==> src/hw/rtl/indent_paren_inserter_macros.svh <==
// Assertion macros used by the indent paren inserter top level.
`ifndef INDENT_PAREN_INSERTER_MACROS_SVH
`define INDENT_PAREN_INSERTER_MACROS_SVH

// Same-cycle implication, checked outside reset.
`define IPI_ASSERT_IMPL(label, clk_s, rstn_s, ante, cons, msg) \
  label: assert property (@(posedge clk_s) disable iff (!rstn_s) \
    (ante) |-> (cons)) else $error(msg);

// Next-cycle implication, checked outside reset.
`define IPI_ASSERT_NEXT(label, clk_s, rstn_s, ante, cons, msg) \
  label: assert property (@(posedge clk_s) disable iff (!rstn_s) \
    (ante) |=> (cons)) else $error(msg);

`endif

==> src/hw/rtl/ipi_pkg.sv <==
// Types, codes and helper functions of the indent paren inserter.
package ipi_pkg;

  localparam int STACK_DEPTH_DEF       = 32;
  localparam int LINE_BUFFER_DEPTH_DEF = 16;
  localparam int MAX_RESULTS           = 48;
  localparam int EMIT_CNT_W            = $clog2(MAX_RESULTS + 1);

  // Input token classes.
  localparam logic [2:0] KIND_INDENT = 3'd0;
  localparam logic [2:0] KIND_OPEN   = 3'd1;
  localparam logic [2:0] KIND_CLOSE  = 3'd2;
  localparam logic [2:0] KIND_QUOTE  = 3'd3;
  localparam logic [2:0] KIND_WORD   = 3'd4;
  localparam logic [2:0] KIND_END    = 3'd5;

  // Result codes.
  localparam logic [2:0] OUT_OPEN      = 3'd0;
  localparam logic [2:0] OUT_CLOSE     = 3'd1;
  localparam logic [2:0] OUT_QUOTE     = 3'd2;
  localparam logic [2:0] OUT_WORD      = 3'd3;
  localparam logic [2:0] OUT_INS_OPEN  = 3'd4;
  localparam logic [2:0] OUT_INS_CLOSE = 3'd5;

  localparam logic signed [15:0] DEPTH_MAX = 16'sh7FFF;
  localparam logic signed [15:0] DEPTH_MIN = 16'sh8000;

  typedef struct packed {
    logic [2:0]  kind;
    logic [7:0]  indent_level;
    logic [31:0] token_tag;
  } in_item_t;

  typedef struct packed {
    logic [2:0]  out_kind;
    logic [31:0] out_tag;
    logic        unbalanced_error;
    logic        overflow_error;
    logic        last_of_run;
  } out_item_t;

  // One held token of the current line.
  typedef struct packed {
    logic [2:0]  ok;
    logic [31:0] tag;
  } buf_entry_t;

  typedef enum logic [3:0] {
    ST_IDLE,
    ST_DECODE,
    ST_TOP_RD,
    ST_TOP_CHK,
    ST_INSERT,
    ST_FL_RD,
    ST_FL_EMIT,
    ST_PASS,
    ST_CL_RD,
    ST_CL_EMIT,
    ST_FINISH
  } ipi_state_t;

  typedef struct packed {
    logic latch_tok;
    logic dec_commit;
    logic stk_rd_top;
    logic stk_rd_next;
    logic set_close_any;
    logic buf_rd;
    logic emit_buf;
    logic emit_ins;
    logic emit_tok;
    logic emit_close;
    logic finish_bnd;
  } ipi_cmd_t;

  typedef struct packed {
    logic kind_ign;
    logic kind_bnd;
    logic tok_store;
    logic tok_insert;
    logic buf_nonempty;
    logic buf_more;
    logic close_now;
    logic close_any;
    logic next_close;
    logic can_emit;
  } ipi_sts_t;

  // Maps a real token class to its result code.
  function automatic logic [2:0] tok_out_kind(input logic [2:0] kind);
    logic [2:0] res;
    unique case (kind)
      KIND_OPEN:  res = OUT_OPEN;
      KIND_CLOSE: res = OUT_CLOSE;
      KIND_QUOTE: res = OUT_QUOTE;
      default:    res = OUT_WORD;
    endcase
    return res;
  endfunction

endpackage

==> src/hw/rtl/ipi_dp.sv <==
// Datapath of the indent paren inserter: token register, line state, memories, output register.
module ipi_dp #(
  parameter int STACK_DEPTH       = ipi_pkg::STACK_DEPTH_DEF,
  parameter int LINE_BUFFER_DEPTH = ipi_pkg::LINE_BUFFER_DEPTH_DEF
) (
  input  logic                clk,
  input  logic                rst_n,
  input  ipi_pkg::in_item_t   in_data,
  input  ipi_pkg::ipi_cmd_t   cmd,
  output ipi_pkg::ipi_sts_t   sts,
  output logic                out_valid,
  input  logic                out_ready,
  output ipi_pkg::out_item_t  out_data
);
  import ipi_pkg::*;

  localparam int SC_W = $clog2(STACK_DEPTH + 1);
  localparam int SA_W = $clog2(STACK_DEPTH);
  localparam int BC_W = $clog2(LINE_BUFFER_DEPTH + 1);
  localparam int BA_W = $clog2(LINE_BUFFER_DEPTH);

  logic [7:0]      stack_mem [STACK_DEPTH];
  buf_entry_t      buf_mem   [LINE_BUFFER_DEPTH];

  in_item_t               tok_r;
  logic signed [15:0]     depth_r, depth_nxt;
  logic [SC_W-1:0]        sc_r, sc_m1, sc_m2;
  logic [7:0]             line_indent_r;
  logic [BC_W-1:0]        bc_r;
  logic                   open_r, decided_r, first_r;
  logic [1:0]             words_r;
  logic                   ovf_r, close_any_r;
  logic [BA_W-1:0]        idx_r;
  logic [EMIT_CNT_W-1:0]  cnt_r;
  logic [7:0]             stk_rdata_r;
  buf_entry_t             buf_rdata_r;
  logic                   out_valid_r;
  out_item_t              out_r;

  // Token decode for the held line.
  logic       is_tok, is_bnd, is_end;
  logic       decided_e, first_e;
  logic [1:0] words_e;
  logic       first_c, dec_c, ovf_c, ins_c, store_c;
  logic [1:0] words_c;
  logic       dec_first, ins_cond, dec_any;
  logic       sc_room, bc_room;

  always_comb begin
    is_end  = (tok_r.kind == KIND_END);
    is_bnd  = (tok_r.kind == KIND_INDENT) || is_end;
    is_tok  = (tok_r.kind == KIND_OPEN) || (tok_r.kind == KIND_CLOSE) ||
              (tok_r.kind == KIND_QUOTE) || (tok_r.kind == KIND_WORD);
    sc_room = (sc_r < SC_W'(STACK_DEPTH));
    bc_room = (bc_r < BC_W'(LINE_BUFFER_DEPTH));
    // A token outside any line opens one at the current indent.
    decided_e = open_r ? decided_r : (depth_r != 16'sd0);
    first_e   = open_r ? first_r : 1'b0;
    words_e   = open_r ? words_r : 2'd0;

    dec_first = (tok_r.kind == KIND_OPEN) && !first_e;
    words_c   = ((tok_r.kind == KIND_WORD) && (words_e < 2'd2)) ? words_e + 2'd1 : words_e;
    ins_cond  = !dec_first && (words_c >= 2'd2);
    dec_any   = dec_first || ins_cond;

    if (decided_e) begin
      first_c = first_e;
      words_c = words_e;
      dec_c   = 1'b1;
      ovf_c   = 1'b0;
      ins_c   = 1'b0;
      store_c = 1'b0;
    end else begin
      first_c = first_e || (tok_r.kind != KIND_QUOTE);
      dec_c   = dec_any || !bc_room;
      ins_c   = ins_cond && sc_room;
      ovf_c   = (ins_cond && !sc_room) || (!dec_any && !bc_room);
      store_c = !dec_any && bc_room;
    end
  end

  // Explicit paren count, updated by every passed token.
  logic [2:0] pass_ok;
  logic       pass_en;

  always_comb begin
    pass_ok   = cmd.emit_buf ? buf_rdata_r.ok : tok_out_kind(tok_r.kind);
    pass_en   = cmd.emit_buf || cmd.emit_tok;
    depth_nxt = depth_r;
    if ((pass_ok == OUT_OPEN) && (depth_r != DEPTH_MAX)) begin
      depth_nxt = depth_r + 16'sd1;
    end else if ((pass_ok == OUT_CLOSE) && (depth_r != DEPTH_MIN)) begin
      depth_nxt = depth_r - 16'sd1;
    end
  end

  logic stk_ge, buf_more, capped, emit, load, last_nat;
  out_item_t res;

  always_comb begin
    sc_m1    = sc_r - SC_W'(1);
    sc_m2    = sc_r - SC_W'(2);
    stk_ge   = is_end || (stk_rdata_r >= tok_r.indent_level);
    buf_more = (BC_W'(idx_r) + BC_W'(1)) < bc_r;
    capped   = (cnt_r == EMIT_CNT_W'(MAX_RESULTS));
    emit     = cmd.emit_buf || cmd.emit_ins || cmd.emit_tok || cmd.emit_close;
    load     = emit && !capped;

    res = '0;
    res.overflow_error = ovf_r;
    last_nat = 1'b0;
    priority if (cmd.emit_ins) begin
      res.out_kind = OUT_INS_OPEN;
    end else if (cmd.emit_close) begin
      res.out_kind = OUT_INS_CLOSE;
      last_nat     = !((sc_r >= SC_W'(2)) && stk_ge);
    end else if (cmd.emit_buf) begin
      res.out_kind         = buf_rdata_r.ok;
      res.out_tag          = buf_rdata_r.tag;
      res.unbalanced_error = depth_nxt[15];
      last_nat             = !buf_more && is_bnd && !close_any_r;
    end else begin
      res.out_kind         = pass_ok;
      res.out_tag          = tok_r.token_tag;
      res.unbalanced_error = depth_nxt[15];
      last_nat             = 1'b1;
    end
    // The final result that fits in a run carries the end mark.
    res.last_of_run = last_nat || (cnt_r == EMIT_CNT_W'(MAX_RESULTS - 1));
  end

  always_comb begin
    sts.kind_ign     = !is_tok && !is_bnd;
    sts.kind_bnd     = is_bnd;
    sts.tok_store    = store_c;
    sts.tok_insert   = ins_c;
    sts.buf_nonempty = (bc_r != '0);
    sts.buf_more     = buf_more;
    sts.close_now    = (sc_r != '0) && stk_ge;
    sts.close_any    = close_any_r;
    sts.next_close   = (sc_r >= SC_W'(2)) && stk_ge;
    sts.can_emit     = !out_valid_r || out_ready || capped;
  end

  // Memories, read registers, token register and output register.
  always_ff @(posedge clk) begin
    if (cmd.emit_ins) begin
      stack_mem[sc_r[SA_W-1:0]] <= line_indent_r;
    end
    if (cmd.stk_rd_top && (sc_r != '0)) begin
      stk_rdata_r <= stack_mem[sc_m1[SA_W-1:0]];
    end else if (cmd.stk_rd_next && (sc_r >= SC_W'(2))) begin
      stk_rdata_r <= stack_mem[sc_m2[SA_W-1:0]];
    end
    if (cmd.dec_commit && store_c) begin
      buf_mem[bc_r[BA_W-1:0]] <= '{ok: tok_out_kind(tok_r.kind), tag: tok_r.token_tag};
    end
    if (cmd.buf_rd) begin
      buf_rdata_r <= buf_mem[idx_r];
    end
    if (cmd.latch_tok) begin
      tok_r <= in_data;
    end
    if (load) begin
      out_r <= res;
    end
  end

  // Line and stack state, flush index, run count and output valid.
  always_ff @(posedge clk) begin
    if (!rst_n) begin
      depth_r       <= '0;
      sc_r          <= '0;
      line_indent_r <= '0;
      bc_r          <= '0;
      open_r        <= 1'b0;
      decided_r     <= 1'b0;
      first_r       <= 1'b0;
      words_r       <= '0;
      ovf_r         <= 1'b0;
      close_any_r   <= 1'b0;
      idx_r         <= '0;
      cnt_r         <= '0;
      out_valid_r   <= 1'b0;
    end else begin
      if (cmd.latch_tok) begin
        ovf_r <= 1'b0;
        cnt_r <= '0;
      end
      if (cmd.dec_commit) begin
        open_r    <= 1'b1;
        decided_r <= dec_c;
        first_r   <= first_c;
        words_r   <= words_c;
        ovf_r     <= ovf_c;
        if (store_c) begin
          bc_r <= bc_r + BC_W'(1);
        end
      end
      if (cmd.set_close_any) begin
        close_any_r <= (sc_r != '0) && stk_ge;
      end
      if (pass_en) begin
        depth_r <= depth_nxt;
      end
      if (cmd.emit_buf) begin
        if (buf_more) begin
          idx_r <= idx_r + BA_W'(1);
        end else begin
          idx_r <= '0;
          bc_r  <= '0;
        end
      end
      if (cmd.emit_ins) begin
        sc_r <= sc_r + SC_W'(1);
      end else if (cmd.emit_close) begin
        sc_r <= sc_m1;
      end
      if (cmd.finish_bnd) begin
        bc_r    <= '0;
        first_r <= 1'b0;
        words_r <= '0;
        if (is_end) begin
          depth_r       <= '0;
          sc_r          <= '0;
          line_indent_r <= '0;
          open_r        <= 1'b0;
          decided_r     <= 1'b0;
        end else begin
          line_indent_r <= tok_r.indent_level;
          open_r        <= 1'b1;
          decided_r     <= (depth_r != 16'sd0);
        end
      end
      if (load) begin
        cnt_r <= cnt_r + EMIT_CNT_W'(1);
      end
      if (load) begin
        out_valid_r <= 1'b1;
      end else if (out_ready) begin
        out_valid_r <= 1'b0;
      end
    end
  end

  assign out_valid = out_valid_r;
  assign out_data  = out_r;

endmodule

==> src/hw/rtl/ipi_ctrl.sv <==
// Controller state machine of the indent paren inserter.
module ipi_ctrl (
  input  logic               clk,
  input  logic               rst_n,
  input  logic               in_valid,
  output logic               in_ready,
  input  ipi_pkg::ipi_sts_t  sts,
  output ipi_pkg::ipi_cmd_t  cmd
);
  import ipi_pkg::*;

  ipi_state_t state_r, state_nxt;

  always_ff @(posedge clk) begin
    if (!rst_n) begin
      state_r <= ST_IDLE;
    end else begin
      state_r <= state_nxt;
    end
  end

  always_comb begin
    state_nxt = state_r;
    unique case (state_r)
      ST_IDLE: begin
        if (in_valid) state_nxt = ST_DECODE;
      end
      ST_DECODE: begin
        priority if (sts.kind_ign)   state_nxt = ST_IDLE;
        else if (sts.kind_bnd)       state_nxt = ST_TOP_RD;
        else if (sts.tok_store)      state_nxt = ST_IDLE;
        else if (sts.tok_insert)     state_nxt = ST_INSERT;
        else if (sts.buf_nonempty)   state_nxt = ST_FL_RD;
        else                         state_nxt = ST_PASS;
      end
      ST_TOP_RD: state_nxt = ST_TOP_CHK;
      ST_TOP_CHK: begin
        priority if (sts.buf_nonempty) state_nxt = ST_FL_RD;
        else if (sts.close_now)        state_nxt = ST_CL_RD;
        else                           state_nxt = ST_FINISH;
      end
      ST_INSERT: begin
        if (sts.can_emit) state_nxt = sts.buf_nonempty ? ST_FL_RD : ST_PASS;
      end
      ST_FL_RD: state_nxt = ST_FL_EMIT;
      ST_FL_EMIT: begin
        if (sts.can_emit) begin
          priority if (sts.buf_more) state_nxt = ST_FL_RD;
          else if (!sts.kind_bnd)    state_nxt = ST_PASS;
          else if (sts.close_any)    state_nxt = ST_CL_RD;
          else                       state_nxt = ST_FINISH;
        end
      end
      ST_PASS: begin
        if (sts.can_emit) state_nxt = ST_IDLE;
      end
      ST_CL_RD: state_nxt = ST_CL_EMIT;
      ST_CL_EMIT: begin
        if (sts.can_emit) state_nxt = sts.next_close ? ST_CL_RD : ST_FINISH;
      end
      ST_FINISH: state_nxt = ST_IDLE;
      default:   state_nxt = ST_IDLE;
    endcase
  end

  always_comb begin
    cmd      = '0;
    in_ready = 1'b0;
    unique case (state_r)
      ST_IDLE: begin
        in_ready      = 1'b1;
        cmd.latch_tok = in_valid;
      end
      ST_DECODE:  cmd.dec_commit    = !sts.kind_ign && !sts.kind_bnd;
      ST_TOP_RD:  cmd.stk_rd_top    = 1'b1;
      ST_TOP_CHK: cmd.set_close_any = 1'b1;
      ST_INSERT:  cmd.emit_ins      = sts.can_emit;
      ST_FL_RD:   cmd.buf_rd        = 1'b1;
      ST_FL_EMIT: cmd.emit_buf      = sts.can_emit;
      ST_PASS:    cmd.emit_tok      = sts.can_emit;
      ST_CL_RD:   cmd.stk_rd_next   = 1'b1;
      ST_CL_EMIT: cmd.emit_close    = sts.can_emit;
      ST_FINISH:  cmd.finish_bnd    = 1'b1;
      default:    cmd               = '0;
    endcase
  end

endmodule

==> src/hw/rtl/indent_paren_inserter.sv <==
// Top level of the indent paren inserter: controller, datapath and checks.
//
// Channel  Direction  Handshake              Payload
// in_      input      in_valid / in_ready    ipi_pkg::in_item_t  (kind, indent_level, token_tag)
// out_     output     out_valid / out_ready  ipi_pkg::out_item_t (kind, tag, error flags, last)
//
// A token held in the line buffer runs ST_DECODE back to ST_IDLE; a token passed on adds ST_PASS.
// Each flushed token and each closed inserted paren takes a read state and an emit state, set by
// the registered read ports of the line buffer and the indent stack; an indent or end token adds
// ST_TOP_RD, ST_TOP_CHK and ST_FINISH. Reset is synchronous; both memories are read only below
// their fill counts, so no clearing. out_ready low holds the controller on the pending result;
// in_ready rises once the last result of a token has entered the output register.
`include "indent_paren_inserter_macros.svh"

module indent_paren_inserter #(
  parameter int STACK_DEPTH       = ipi_pkg::STACK_DEPTH_DEF,
  parameter int LINE_BUFFER_DEPTH = ipi_pkg::LINE_BUFFER_DEPTH_DEF
) (
  input  logic                clk,
  input  logic                rst_n,
  input  logic                in_valid,
  output logic                in_ready,
  input  ipi_pkg::in_item_t   in_data,
  output logic                out_valid,
  input  logic                out_ready,
  output ipi_pkg::out_item_t  out_data
);
  import ipi_pkg::*;

  ipi_cmd_t cmd;
  ipi_sts_t sts;
  logic     emit_any;

  ipi_ctrl u_ctrl (
    .clk      (clk),
    .rst_n    (rst_n),
    .in_valid (in_valid),
    .in_ready (in_ready),
    .sts      (sts),
    .cmd      (cmd)
  );

  ipi_dp #(
    .STACK_DEPTH       (STACK_DEPTH),
    .LINE_BUFFER_DEPTH (LINE_BUFFER_DEPTH)
  ) u_dp (
    .clk       (clk),
    .rst_n     (rst_n),
    .in_data   (in_data),
    .cmd       (cmd),
    .sts       (sts),
    .out_valid (out_valid),
    .out_ready (out_ready),
    .out_data  (out_data)
  );

  assign emit_any = cmd.emit_buf || cmd.emit_ins || cmd.emit_tok || cmd.emit_close;

  // A result is only produced when the output register can take it.
  `IPI_ASSERT_IMPL(a_emit_has_room, clk, rst_n, emit_any, sts.can_emit, "result emitted without room")
  // One transaction at a time: the token just taken blocks the next.
  `IPI_ASSERT_NEXT(a_one_token, clk, rst_n, in_valid && in_ready, !in_ready, "second token taken")
  // Nothing is emitted while the block waits for a token.
  `IPI_ASSERT_IMPL(a_idle_quiet, clk, rst_n, in_ready, !emit_any, "result emitted while idle")

endmodule
==> config.mk <==
export PLATFORM = sky130hd
export DESIGN_NAME = indent_paren_inserter
export DESIGN_NICKNAME = d
export VERILOG_FILES = /design/src/hw/rtl/ipi_pkg.sv /design/src/hw/rtl/ipi_dp.sv /design/src/hw/rtl/ipi_ctrl.sv /design/src/hw/rtl/indent_paren_inserter.sv
export VERILOG_INCLUDE_DIRS = /design/src /design/src/hw/rtl
export SDC_FILE = /design/constraint.sdc
export NUM_CORES = 1
export LEC_CHECK = 0
export ABC_AREA = 0
export BUFFER_PORTS_ARGS = -buffer_cell sky130_fd_sc_hd__clkbuf_2
export CORE_ASPECT_RATIO = 0.6
export CORE_MARGIN = 2
export CORE_UTILIZATION = 50
export DETAILED_ROUTE_END_ITERATION = 16
export MAX_ROUTING_LAYER = met4
export PLACE_DENSITY = 0.64
export RECOVER_POWER = 50
export SLEW_MARGIN = 20
export SYNTH_ARGS = -nofsm -noshare
export SYNTH_HDL_FRONTEND = slang
export SYNTH_SLANG_ARGS = --single-unit
export TNS_END_PERCENT = 10
==> constraint.sdc <==
create_clock -name clk -period 6.7 [get_ports clk]
set_input_delay 0.67 -clock clk [delete_from_list [all_inputs] [get_ports clk]]
set_output_delay 0.67 -clock clk [all_outputs]
set_load 0.005 [all_outputs]
==> flow_summary.toml <==
[synth]
synth_fa_ha_area_frac = 0.00890
synth-compound-area-share = 0.0306
synth_seq_cells = 980
syn_avg_cell_area_um2 = 19.5
synth_nets = 2170
synthDistinctLibCells = 79
syn_inst = 2094
synth_xor_area_frac = 0.00473
ys.flop_type = "edfxtp_1"
syn_area_um2 = 40800
synth_async_sr_flop_share = 0
synthMuxAreaShare = 0.187
synth_top_family_by_area = "multiplexers"
yosysWarnings = 0
yosys.area_share.simple = 0.0461
ys_seq_area_frac = 0.708
synth-edff-count = 923

[floorplanning]
initial_utilization = 0.503
dieArea_um2 = 83900
core_area_um2 = 81100
ios = 87
fp.dieW_um = 373
die_h_um = 225
rows = 81

[global_routing]
grt_max_degree = 99
track_usage = 0.251
grt_first_pass_wirelength_um = 146000
grt_pass1_vias = 21100
grt_overflow = 0
antenna_found_initial = 0

[detailed_routing]
antenna_left = 0
num_vias = 21600
totalWireLength_um = 99900
drt-wirelength-per-cell_um = 29.8
drcViolationCount = 0
dr.pass1.iters = 6
drt_iter0_drc = 3143
viasPerCell = 6.46

[final_layout]
final_area_um2 = 45400
most-common-layout-cells = "923 x edfxtp_1, 330 x mux4_2, 117 x nand2_1, 93 x clkbuf_16, 69 x a21oi_1"
drive_gt1_frac = 0.274
fillers = 6105
antenna_cells = 0
nets = 2272
area_growth_syn_to_layout_pct = 11.4
final_common_cell = "edfxtp_1"

[critical_path]
rr_worst_depth = 10
slowest_delay_ns = 1.60
critPathArrivalTime_ns = 5.18
cp.required_ns = 7.10
critPathCaptureType = "register"
crit_path_start_kind = "register"
cp_max_fo = 43
reg2reg_from = "u_dp.idx_r[1]"
crit_type = "reg2reg"
critical_path.slowest_cell = "dfxtp_1"
cp_cell_sequence = "buf_4 > ha_1 > ha_1 > a21boi_0 > o21ai_0 > a21oi_1 > a211oi_1 > nand2b_1 > o21ai_0 > a21o_1"
startpoint = "u_dp.idx_r[1]"

[pwr]
irDropWorstVdd_mv = 0.188
seqPwrFrac = 0.564
combPwrFrac = 0.025
p_switching_mw = 2.55
swShare = 0.209
leakage_nw = 13.0
p_int_mw = 9.64
power-per-cell-area_nw_per_um2 = 268
report.power.total_mw = 12.2
p_clk_frac = 0.411

[sta]
tns_ns = 0
relSlewSlack = -1.24
timing.final.crit_share = 0.712
rsz0062_at_grt = "no"
tightest_slew_ns = 3.36
finClkSkew_ns = 0.0368
setup_viol = 0
fin_crit_ns = 4.77
whs_ns = 0.168
timing.fmax_mhz = 210
report.final.slew_viol_count = 90
finalHoldViolCount = 0

[min_path]
min_path_cells = 1
hp-class = "in2reg"
holdCritStartpoint = "in_data[12]"

[placed_design]
place_area_um2 = 42600
place.gp.congestion = 0.873
dpl.hpwl_um = 59300
port_buffers = 86

[clocking]
postCtsHoldBufs = 0
post_cts_resized = 0
post_cts_buffers = 0
cts.sink_count = 980
clock-root-buffer = "clkbuf_16"
cts_tree = "built"
h-tree-depth = 3
clk_latency_ns = 0.69
cts_buffers = 90
clk_pin_slew_worst_paths_ns = 0.07
clock_path_buffers = 3

[outcome]
violations = "capacitance limit, slew limit"
status = "complete, but fails checks"

[run]
cap_violations = 4
metrics by stage:
| stage | std cells | worst slack (ns) | util |
|---|---|---|---|
| after floorplan | 2094 | 1.39 | - |
| after global placement | 3183 | 2.44 | 0.525 |
| after detailed placement | 3183 | 2.31 | 0.526 |
| after CTS | 3349 | 2.31 | 0.560 |
| after global routing | 3349 | 1.62 | 0.560 |
| final | 3349 | 1.93 | 0.560 |
metal layers:
metal | up-vias | GRT usage | part of all wire
met5 | - | - | 0
met3 | 150 | 0.0628 | 0.11
met2 | 1235 | 0.328 | 0.42
met1 | 11400 | 0.397 | 0.45
met4 | 0 | 0.0543 | 0.020
li1 | 8881 | - | -
power groups by stage:
stage	clock network (mW)	logic, mW	registers (mW)
6_report	5.01	0.301	6.87
5_1_grt	5.32	0.328	6.88
4_1_cts	5.10	0.305	6.87
3_5_place_dp	0	0.303	7.01
3_3_place_gp	0	0.300	7.00
2_1_floorplan	0	0.200	6.95
area by class of cell:
cell class / instances / area [µm²] / share of cell area
repair buffers: 127 / 704 / 0.0155
clock inverters: 42 / 349 / 0.00769
well taps: 1079 / 1350 / 0.0297
multi-input cells: 964 / 11500 / 0.254
clock buffers: 124 / 2480 / 0.0547
inverters: 33 / 124 / 0.00273
flip-flops and latches: 980 / 28900 / 0.636
kinds of logic (layout without fill, tap and decap cells):
logic type,Yosys count,after routing
adders and majority gates,29,29
DFF,980,980
and+or+nand+nor,375,375
muxes,347,347
xor gates and xnor gates,22,22
AOI/OAI and AO/OA,191,191
buffers and inverters,150,326
registers in the layout (all words and copies together) (netlist names), 2 cells and up:
signal	count
u_ctrl.state_r	4
u_dp.bc_r	5
u_dp.buf_mem	544
u_dp.buf_rdata_r	34
u_dp.cnt_r	6
u_dp.depth_r	16
u_dp.idx_r	4
u_dp.line_indent_r	8
u_dp.out_data	38
u_dp.sc_r	6
u_dp.stack_mem	256
u_dp.stk_rdata_r	8
u_dp.tok_r	43
u_dp.words_r	2
worst max-delay path, delay by kind of cell (launching register included):
family / cells / cell delay (ns)
simple gates: 1 / 0.26
flops: 1 / 1.60
fa+ha+maj: 2 / 0.65
buf+inv: 1 / 0.75
compound gates: 6 / 1.26
synth_stat cells (all sizes together), types with 4 or more instances:
library cell | count | area share
edfxtp | 923 | 0.68
mux4 | 330 | 0.18
nand2 | 118 | 0.011
nor2 | 101 | 0.0094
a21oi | 71 | 0.0089
clkbuf | 70 | 0.0064
dfxtp | 57 | 0.028
buf | 47 | 0.0054
o21ai | 36 | 0.0045
inv | 33 | 0.0030
nand3 | 32 | 0.0039
ha | 29 | 0.0089
nor3 | 25 | 0.0039
nor2b | 16 | 0.0025
xnor2 | 16 | 0.0034
mux2i | 15 | 0.0037
and3 | 13 | 0.0021
a211oi | 12 | 0.0025
or3 | 12 | 0.0020
nor4 | 11 | 0.0026
a21boi | 10 | 0.0018
a22o | 9 | 0.0019
a31oi | 8 | 0.0019
nand4 | 7 | 0.0011
a21o | 6 | 0.0011
nand3b | 6 | 0.0011
o22ai | 6 | 0.00092
xor2 | 6 | 0.0013
and2 | 5 | 0.00080
and4 | 5 | 0.0011
nand2b | 5 | 0.00077
nor3b | 4 | 0.00074
o21a | 4 | 0.00074
worst paths after layout:
kind | end | slack (ns)
hold reg to reg | u_dp.out_data[1] | 0.49
hold / removal | u_dp.tok_r[12] | 0.17
setup / recovery | u_dp.out_data[0] | 1.93
setup reg to reg | u_dp.out_data[0] | 1.93
No activity file was read; power rests on OpenSTA's default activity.
